--- src/rtl/afac_pkg.sv ---
// ----------------------------------------------------------------------------
// afac_pkg
// Shared types and constants of the accelerometer frame calibration block.
// ----------------------------------------------------------------------------
package afac_pkg;

  localparam int TYPE_W   = 8;
  localparam int WORD_W   = 48;
  localparam int LANE_W   = 16;
  localparam int DIFF_W   = 17;
  localparam int PROD_W   = LANE_W + DIFF_W;
  localparam int ACC_W    = PROD_W + 2;
  localparam int ACCEL_W  = 32;
  localparam int COUNT_W  = 32;
  localparam int AXES     = 3;
  localparam int SCALE_SHIFT = 17;
  localparam int SCALED_W = ACC_W + 14;

  localparam int COUNTER_WIDTH_DEF = 32;
  localparam int Q_DEPTH = 2;

  localparam logic signed [13:0] SCALE_MUL = 14'sd5018;
  localparam logic [1:0] LAST_IDX = 2'(AXES - 1);

  // configuration register indexes
  localparam int CFG_IDX_W = 3;
  localparam logic [CFG_IDX_W-1:0] REG_TYPE_CODE = 3'd0;
  localparam logic [CFG_IDX_W-1:0] REG_ROW_X     = 3'd1;
  localparam logic [CFG_IDX_W-1:0] REG_ROW_Y     = 3'd2;
  localparam logic [CFG_IDX_W-1:0] REG_ROW_Z     = 3'd3;
  localparam logic [CFG_IDX_W-1:0] REG_BIASES    = 3'd4;

  localparam logic [TYPE_W-1:0] TYPE_CODE_RST = 8'd81;
  localparam logic [WORD_W-1:0] ROW_X_RST = 48'h0000_0000_2000;
  localparam logic [WORD_W-1:0] ROW_Y_RST = 48'h0000_2000_0000;
  localparam logic [WORD_W-1:0] ROW_Z_RST = 48'h2000_0000_0000;

  typedef struct packed {
    logic [TYPE_W-1:0]                       type_code;
    logic [AXES-1:0][AXES-1:0][LANE_W-1:0]   coef;    // coef[row][col]
    logic [AXES-1:0][LANE_W-1:0]             bias;
  } afac_cfg_t;

  typedef struct packed {
    logic [AXES-1:0][DIFF_W-1:0] diff;
    logic [COUNT_W-1:0]          count;
  } afac_item_t;

  typedef struct packed {
    logic       push;
    afac_item_t item;
  } afac_q_wr_t;

  typedef struct packed {
    logic       valid;
    afac_item_t item;
  } afac_q_rd_t;

endpackage

--- src/rtl/afac_ifs.sv ---
// ----------------------------------------------------------------------------
// afac channel interfaces
// Frame input channel and calibrated acceleration output channel.
// ----------------------------------------------------------------------------
interface afac_frame_if;
  logic                        valid;
  logic                        ready;
  logic [afac_pkg::TYPE_W-1:0] frame_type;
  logic [afac_pkg::WORD_W-1:0] payload;

  modport source(output valid, frame_type, payload, input ready);
  modport sink(input valid, frame_type, payload, output ready);
endinterface

interface afac_accel_if;
  logic                                valid;
  logic                                ready;
  logic signed [afac_pkg::ACCEL_W-1:0] accel_x;
  logic signed [afac_pkg::ACCEL_W-1:0] accel_y;
  logic signed [afac_pkg::ACCEL_W-1:0] accel_z;
  logic        [afac_pkg::COUNT_W-1:0] frame_count;

  modport source(output valid, accel_x, accel_y, accel_z, frame_count, input ready);
  modport sink(input valid, accel_x, accel_y, accel_z, frame_count, output ready);
endinterface

--- src/rtl/afac_front.sv ---
// ----------------------------------------------------------------------------
// afac_front
// Accepts frames, drops non-acceleration types, removes biases and counts.
// ----------------------------------------------------------------------------
module afac_front #(
  parameter int COUNTER_WIDTH = afac_pkg::COUNTER_WIDTH_DEF
) (
  input  logic                 clk,
  input  logic                 rst,
  afac_frame_if.sink           frame_in,
  input  afac_pkg::afac_cfg_t  cfg,
  input  logic                 q_full,
  output afac_pkg::afac_q_wr_t q_wr
);

  logic [COUNTER_WIDTH-1:0]      cnt;
  logic [COUNTER_WIDTH-1:0]      cnt_next;
  logic [afac_pkg::COUNT_W-1:0]  count_low;
  logic                          is_accel;
  logic                          accept;

  assign frame_in.ready = !q_full;
  assign accept   = frame_in.valid && !q_full;
  assign is_accel = (frame_in.frame_type == cfg.type_code);
  assign cnt_next = cnt + COUNTER_WIDTH'(1);

  if (COUNTER_WIDTH >= afac_pkg::COUNT_W) begin : g_wide
    assign count_low = cnt_next[afac_pkg::COUNT_W-1:0];
  end else begin : g_narrow
    assign count_low = {{(afac_pkg::COUNT_W-COUNTER_WIDTH){1'b0}}, cnt_next};
  end

  always_comb begin
    q_wr.push       = accept && is_accel;
    q_wr.item.count = count_low;
    for (int k = 0; k < afac_pkg::AXES; k++) begin
      q_wr.item.diff[k] =
        $signed({frame_in.payload[k*afac_pkg::LANE_W + afac_pkg::LANE_W-1],
                 frame_in.payload[k*afac_pkg::LANE_W +: afac_pkg::LANE_W]}) -
        $signed({cfg.bias[k][afac_pkg::LANE_W-1], cfg.bias[k]});
    end
  end

  always_ff @(posedge clk) begin
    if (rst) begin
      cnt <= '0;
    end else if (q_wr.push) begin
      cnt <= cnt_next;
    end
  end

endmodule

--- src/rtl/afac_queue.sv ---
// ----------------------------------------------------------------------------
// afac_queue
// Short register FIFO between the front and back parts.
// ----------------------------------------------------------------------------
module afac_queue (
  input  logic                 clk,
  input  logic                 rst,
  input  afac_pkg::afac_q_wr_t q_wr,
  input  logic                 pop,
  output logic                 full,
  output afac_pkg::afac_q_rd_t q_rd
);

  localparam int PTR_W = $clog2(afac_pkg::Q_DEPTH);
  localparam int LVL_W = PTR_W + 1;

  afac_pkg::afac_item_t entries [afac_pkg::Q_DEPTH];
  logic [PTR_W-1:0] wptr;
  logic [PTR_W-1:0] rptr;
  logic [LVL_W-1:0] level;
  logic             do_push;
  logic             do_pop;

  assign full       = (level == LVL_W'(afac_pkg::Q_DEPTH));
  assign q_rd.valid = (level != '0);
  assign q_rd.item  = entries[rptr];
  assign do_push    = q_wr.push && !full;
  assign do_pop     = pop && q_rd.valid;

  always_ff @(posedge clk) begin
    if (do_push) begin
      entries[wptr] <= q_wr.item;
    end
  end

  always_ff @(posedge clk) begin
    if (rst) begin
      wptr  <= '0;
      rptr  <= '0;
      level <= '0;
    end else begin
      if (do_push) wptr <= wptr + PTR_W'(1);
      if (do_pop)  rptr <= rptr + PTR_W'(1);
      if (do_push && !do_pop) begin
        level <= level + LVL_W'(1);
      end else if (do_pop && !do_push) begin
        level <= level - LVL_W'(1);
      end
    end
  end

endmodule

--- src/rtl/afac_back.sv ---
// ----------------------------------------------------------------------------
// afac_back
// Matrix multiply and scaling, one product per cycle, one row at a time.
// ----------------------------------------------------------------------------
module afac_back (
  input  logic                 clk,
  input  logic                 rst,
  input  afac_pkg::afac_cfg_t  cfg,
  input  afac_pkg::afac_q_rd_t q_rd,
  output logic                 pop,
  afac_accel_if.source         accel_out
);

  typedef enum logic [3:0] {
    S_IDLE  = 4'b0001,
    S_MAC   = 4'b0010,
    S_SCALE = 4'b0100,
    S_OUT   = 4'b1000
  } state_t;

  state_t state;
  state_t state_next;

  logic [afac_pkg::AXES-1:0][afac_pkg::DIFF_W-1:0] diff;
  logic [afac_pkg::COUNT_W-1:0]         count;
  logic [1:0]                           row;
  logic [1:0]                           col;
  logic signed [afac_pkg::ACC_W-1:0]    acc;
  logic signed [afac_pkg::PROD_W-1:0]   prod;
  logic signed [afac_pkg::SCALED_W-1:0] scaled;
  logic signed [afac_pkg::ACCEL_W-1:0]  res [afac_pkg::AXES];

  assign prod   = $signed(cfg.coef[row][col]) * $signed(diff[col]);
  assign scaled = acc * afac_pkg::SCALE_MUL;
  assign pop    = (state == S_IDLE) && q_rd.valid;

  always_comb begin
    state_next = state;
    unique case (state)
      S_IDLE:  if (q_rd.valid) state_next = S_MAC;
      S_MAC:   if (col == afac_pkg::LAST_IDX) state_next = S_SCALE;
      S_SCALE: state_next = (row == afac_pkg::LAST_IDX) ? S_OUT : S_MAC;
      S_OUT:   if (accel_out.ready) state_next = S_IDLE;
      default: state_next = S_IDLE;
    endcase
  end

  always_ff @(posedge clk) begin
    if (rst) begin
      state <= S_IDLE;
    end else begin
      state <= state_next;
    end
  end

  always_ff @(posedge clk) begin
    case (state)
      S_IDLE: begin
        diff  <= q_rd.item.diff;
        count <= q_rd.item.count;
        row   <= '0;
        col   <= '0;
        acc   <= '0;
      end
      S_MAC: begin
        acc <= acc + afac_pkg::ACC_W'(prod);
        col <= (col == afac_pkg::LAST_IDX) ? 2'd0 : col + 2'd1;
      end
      S_SCALE: begin
        // floor(S * 5018 / 2^17) by arithmetic shift
        res[row] <= scaled[afac_pkg::SCALED_W-1 -: afac_pkg::ACCEL_W];
        acc      <= '0;
        row      <= row + 2'd1;
      end
      default: ;
    endcase
  end

  assign accel_out.valid       = (state == S_OUT);
  assign accel_out.accel_x     = res[0];
  assign accel_out.accel_y     = res[1];
  assign accel_out.accel_z     = res[2];
  assign accel_out.frame_count = count;

endmodule

--- src/rtl/accel_frame_affine_calibration_core.sv ---
// ----------------------------------------------------------------------------
// accel_frame_affine_calibration_core
// Accelerometer frame calibration: bias removal, 3x3 matrix, scaling.
// ----------------------------------------------------------------------------
// Usage:
//   frame_in takes one word per frame (frame_type, payload). Frames whose
//   type differs from the type code register are consumed and dropped.
//   For acceleration frames, accel_out delivers one word with three Q15.16
//   accelerations and the wrapping frame count.
//   Configuration is written through cfg_we/cfg_index/cfg_data while the
//   block is idle; unknown indexes are ignored.
// Timing:
//   The front removes biases and queues the frame in the cycle it is taken.
//   The back runs one 16x17 multiply-accumulate per cycle through the nine
//   matrix terms plus one scaling multiply per row, each on its own
//   multiplier. It takes the next frame from the queue only after the
//   receiver has taken the output word of the last one.
// Reset: clears the queue, the sequencer and the frame counter, and loads
//   the default configuration (identity matrix, zero biases, type 81).
// Stall: a held output word stalls the back; the two-entry queue keeps the
//   input open until it fills.
// ----------------------------------------------------------------------------
module accel_frame_affine_calibration_core #(
  parameter int COUNTER_WIDTH = afac_pkg::COUNTER_WIDTH_DEF
) (
  input  logic                           clk,
  input  logic                           rst,
  afac_frame_if.sink                     frame_in,
  afac_accel_if.source                   accel_out,
  input  logic                           cfg_we,
  input  logic [afac_pkg::CFG_IDX_W-1:0] cfg_index,
  input  logic [afac_pkg::WORD_W-1:0]    cfg_data
);

  afac_pkg::afac_cfg_t  cfg;
  afac_pkg::afac_q_wr_t q_wr;
  afac_pkg::afac_q_rd_t q_rd;
  logic                 q_full;
  logic                 pop;

  always_ff @(posedge clk) begin
    if (rst) begin
      cfg.type_code <= afac_pkg::TYPE_CODE_RST;
      cfg.coef[0]   <= afac_pkg::ROW_X_RST;
      cfg.coef[1]   <= afac_pkg::ROW_Y_RST;
      cfg.coef[2]   <= afac_pkg::ROW_Z_RST;
      cfg.bias      <= '0;
    end else if (cfg_we) begin
      unique case (cfg_index)
        afac_pkg::REG_TYPE_CODE: cfg.type_code <= cfg_data[afac_pkg::TYPE_W-1:0];
        afac_pkg::REG_ROW_X:     cfg.coef[0]   <= cfg_data;
        afac_pkg::REG_ROW_Y:     cfg.coef[1]   <= cfg_data;
        afac_pkg::REG_ROW_Z:     cfg.coef[2]   <= cfg_data;
        afac_pkg::REG_BIASES:    cfg.bias      <= cfg_data;
        default: ;
      endcase
    end
  end

  afac_front #(
    .COUNTER_WIDTH(COUNTER_WIDTH)
  ) u_front (
    .clk      (clk),
    .rst      (rst),
    .frame_in (frame_in),
    .cfg      (cfg),
    .q_full   (q_full),
    .q_wr     (q_wr)
  );

  afac_queue u_queue (
    .clk  (clk),
    .rst  (rst),
    .q_wr (q_wr),
    .pop  (pop),
    .full (q_full),
    .q_rd (q_rd)
  );

  afac_back u_back (
    .clk       (clk),
    .rst       (rst),
    .cfg       (cfg),
    .q_rd      (q_rd),
    .pop       (pop),
    .accel_out (accel_out)
  );

endmodule

--- src/flat_wrapper.sv ---
// flat-port wrapper written by rule: the top's interface ports become plain ports
module accel_frame_affine_calibration_core_flat 
#(
  parameter int COUNTER_WIDTH = afac_pkg::COUNTER_WIDTH_DEF
)
  (clk, rst, cfg_we, cfg_index, cfg_data, frame_in_valid, frame_in_frame_type, frame_in_payload, frame_in_ready, accel_out_valid, accel_out_accel_x, accel_out_accel_y, accel_out_accel_z, accel_out_frame_count, accel_out_ready);
  afac_frame_if frame_in_i ();
  afac_accel_if accel_out_i ();
  input  logic clk;
  input  logic rst;
  input  logic cfg_we;
  input  logic [afac_pkg::CFG_IDX_W-1:0] cfg_index;
  input  logic [afac_pkg::WORD_W-1:0] cfg_data;
  input wire logic [$bits(frame_in_i.valid)-1:0] frame_in_valid;
  input wire logic [$bits(frame_in_i.frame_type)-1:0] frame_in_frame_type;
  input wire logic [$bits(frame_in_i.payload)-1:0] frame_in_payload;
  output wire logic [$bits(frame_in_i.ready)-1:0] frame_in_ready;
  output wire logic [$bits(accel_out_i.valid)-1:0] accel_out_valid;
  output wire logic [$bits(accel_out_i.accel_x)-1:0] accel_out_accel_x;
  output wire logic [$bits(accel_out_i.accel_y)-1:0] accel_out_accel_y;
  output wire logic [$bits(accel_out_i.accel_z)-1:0] accel_out_accel_z;
  output wire logic [$bits(accel_out_i.frame_count)-1:0] accel_out_frame_count;
  input wire logic [$bits(accel_out_i.ready)-1:0] accel_out_ready;
  assign frame_in_i.valid = frame_in_valid;
  assign frame_in_i.frame_type = frame_in_frame_type;
  assign frame_in_i.payload = frame_in_payload;
  assign frame_in_ready = frame_in_i.ready;
  assign accel_out_valid = accel_out_i.valid;
  assign accel_out_accel_x = accel_out_i.accel_x;
  assign accel_out_accel_y = accel_out_i.accel_y;
  assign accel_out_accel_z = accel_out_i.accel_z;
  assign accel_out_frame_count = accel_out_i.frame_count;
  assign accel_out_i.ready = accel_out_ready;
  accel_frame_affine_calibration_core #(.COUNTER_WIDTH(COUNTER_WIDTH)) u_core (.clk(clk), .rst(rst), .frame_in(frame_in_i), .accel_out(accel_out_i), .cfg_we(cfg_we), .cfg_index(cfg_index), .cfg_data(cfg_data));
endmodule
--- config.mk ---
export PLATFORM = sky130hd
export DESIGN_NAME = accel_frame_affine_calibration_core_flat
export DESIGN_NICKNAME = d
export VERILOG_FILES = /design/src/rtl/afac_pkg.sv /design/src/rtl/afac_ifs.sv /design/src/rtl/afac_front.sv /design/src/rtl/afac_queue.sv /design/src/rtl/afac_back.sv /design/src/rtl/accel_frame_affine_calibration_core.sv /design/src/flat_wrapper.sv
export SDC_FILE = /design/constraint.sdc
export NUM_CORES = 2
export LEC_CHECK = 0
export BUFFER_PORTS_ARGS = -buffer_cell sky130_fd_sc_hd__buf_2
export CAP_MARGIN = 20
export CORE_ASPECT_RATIO = 1.2
export CORE_UTILIZATION = 50
export DETAILED_ROUTE_END_ITERATION = 16
export GPL_TIMING_DRIVEN = 0
export PLACE_DENSITY_LB_ADDON = 0.15
export SETUP_SLACK_MARGIN = 0.15
export SYNTH_ARGS = -nofsm -noshare
export SYNTH_HDL_FRONTEND = slang
export SYNTH_HIERARCHICAL = 1
export SYNTH_SLANG_ARGS = --single-unit
--- constraint.sdc ---
create_clock -name clk -period 19.26 [get_ports clk]
set_input_delay 1.926 -clock clk [delete_from_list [all_inputs] [get_ports clk]]
set_output_delay 1.926 -clock clk [all_outputs]
set_load 0.02 [all_outputs]
==> metrics.cfg <==
[status]
outcome = finished clean

[global_routing]
grt_pass1_wl_mm = 178.3
overflow = 0
antenna_found_initial = 6
grt_max_degree = 48
grt_use_total_pct = 24.86
grt_pass1_vias = 31850

[clock_tree]
cts_buffer_depth = 3
htreeDepth = 3
clock_latency_ns = 0.63
root_buffer = clkbuf_16
clk_pin_slew_ns = 0.06
clkSinkCount = 625
cts_inserted_buffers = 68
cts_resized = 0
ctsHoldBuffers = 0
post-cts-setup-buffers = 0
cts_tree = built

[detailed_routing]
first_iter_violations = 1525
via_per_inst = 5.232
drt-total-wl_mm = 114.8
drcViolationCount = 0
via_count = 30760
drtAntennaViolNets = 0
wl_per_cell_um = 19.53
firstDrtPassIters = 5

[synth]
ys_ff_latch = 625
synth_largest_area_cell = edfxtp_1
synth_nets = 5169
netlist_area_um2 = 46610
synthArstFlopShare_pct = 0
syn_area_per_cell_um2 = 10.96
ys_warn_count = 6
yosys.area.top_type_share_pct = 24.74
ys_types = 86
synth.area.top_cells = edfxtp_1 (25%), fa_1 (21%), dfxtp_1 (10%)
seq_area_frac_synth_pct = 35.09
netlist_instances = 4252
synth_ff_type = edfxtp_1
synth_edf_count = 384

[layout]
antenna_cells = 0
drive_above_1_share_pct = 12.37
multi_input_area_um2 = 26680
layout.nets = 5501
area_growth_pct = 11.36
final_common_cell = inv_1
final_cell_mix = inv_1 (766), fa_1 (488), edfxtp_1 (384), ha_1 (317), nor2_1 (307)
ff_latch_area_um2 = 16360
n_fill_cell = 8041

[timing]
final-setup-viol-count = 0
timing.final.crit_share_pct = 49.65
rsz0062_at_grt = no
min_period_ns = 9.563
maxSlewHeadroom_pct = 21.72
finalHoldViolations = 0
final.setup_skew_ns = 0.02242
finalMaxSlewViolations = 0
hold_ws_ns = 0.4748
max_freq_mhz = 104.6
worst_slew_pin_slew_ns = 1.158

[critical_path]
critPathSlowestCell = fa_1
cp_top_family = adder cells
critPathLaunchType = flop
critPathMaxStageDelay_ns = 0.54
worst-setup-path-type = reg2reg
crit_buf_inv = 9
worstRegToRegCells = 31
crit_path_frequent_cell = fa_1
critPathMaxFanout = 10
crit_required_ns = 19.60
cp-end-kind = flop
crit_arrival_ns = 9.90
worst-path-stages = 31

[die]
start_util_pct = 50.48
die_h_um = 336.5
die_area_um2 = 94460
die_w_um = 280.7
core_um2 = 92350
boundaryPins = 242
core.rowCount = 122

[place]
gp_congestion = 0.9514
numPortBuffers = 241
dp_hpwl_mm = 92.46

[worst_hold_path]
hp-class = reg2reg
whs_path_depth = 2

[flow_run]
drv_cap = 0

[kinds of logic (layout without fill, tap and decap cells)]
family | Yosys count | in the layout | synth area share [%]
compound gates | 388 | 388 | 5.398
xor+xnor | 162 | 162 | 3.044
fa+ha+maj | 805 | 805 | 29.47
buf+inv | 909 | 1296 | 7.730
flops | 625 | 625 | 35.09
mux | 355 | 355 | 8.321
simple gates | 1008 | 1008 | 10.95
[worst register-to-register path: cells and delay by family, from the launching register on]
kind            cells  cell delay, ns
fa+ha+maj           7            3.42
compound gates      7            2.06
buf+inv             9            2.02
simple gates        6            0.96
flops               1            0.36
mux                 1            0.25
xor+xnor            1            0.18
[area by class of cell]
class	count	area share, %
clock buffers	92	3.652
plain buffers	141	1.388
well taps	1240	2.989
flip-flops and latches	625	31.51
multi-input cells	2718	51.40
clock inverters	33	0.6869
repair buffers	262	2.815
inverters	768	5.558
[per-stage QoR]
| step | worst slack [ns] | std cells | utilization (%) | TNS, ns | cell area (µm²) |
|---|---|---|---|---|---|
| 2_1_floorplan | 7.371 | 4252 | - | 0 | 46610 |
| 3_3_place_gp | -5.254 | 5733 | 53.46 | -180.64 | 49370 |
| 3_5_place_dp | 9.810 | 5754 | 53.77 | 0 | 49660 |
| 4_1_cts | 9.776 | 5879 | 56.21 | 0 | 51910 |
| 5_1_grt | 9.130 | 5879 | 56.21 | 0 | 51910 |
| 6_report | 9.697 | 5879 | 56.21 | 0 | 51910 |
[flip-flops by register name (all words and copies together) (netlist names), named ones only]
signal,cells
u_core/u_back/res,96
u_core/u_back/acc,35
u_core/u_back/accel_out.frame_count,32
u_core/u_back/col,2
u_core/u_back/diff,51
u_core/u_back/state,4
u_core/u_front/cnt,32
u_core/u_queue/level,2
u_core/u_queue/entries,166
u_core/cfg,200
u_core/u_queue/wptr,1
u_core/u_queue/rptr,1
u_core/u_back/row,2
[cells in the mapped netlist (all sizes together), types with 8 or more instances]
| library cell | number |
|---|---|
| and3 | 26 |
| nor3b | 8 |
| mux2 | 100 |
| o21ai | 86 |
| clkbuf | 67 |
| nand2 | 197 |
| xnor2 | 103 |
| a21o | 54 |
| fa | 488 |
| a21oi | 114 |
| or3 | 15 |
| a221o | 13 |
| and2 | 23 |
| o21a | 16 |
| o211ai | 11 |
| mux4 | 16 |
| nand4 | 15 |
| nand3 | 44 |
| ha | 317 |
| nor2 | 310 |
| buf | 74 |
| inv | 767 |
| nor3 | 40 |
| mux2i | 239 |
| nor2b | 28 |
| a31oi | 15 |
| xor2 | 59 |
| edfxtp | 384 |
| dfxtp | 241 |
| a211oi | 17 |
| nand2b | 262 |
[routing by layer]
metal  GRT usage (%)  share of wire, %  up-vias
li1                -                 -    14540
met1           28.83                40    15170
met2           44.41                50      790
met3           3.659               4.7      243
met4           12.86               5.3       12
met5               0             0.068        -
[final timing paths]
path / start / slack [ns] / endpoint
worst max-delay path: u_core/u_back/row[1] / 9.70 / u_core/u_back/acc[32]
worst min-delay path: u_core/cfg[13] / 0.47 / u_core/cfg[13]
worst max register to register: u_core/u_back/row[1] / 9.70 / u_core/u_back/acc[32]
worst min register to register: u_core/cfg[13] / 0.47 / u_core/cfg[13]
Power is left out: the tool's default activity adds up to more than one toggle a clock period on the data nets, which glitch-free logic cannot reach.
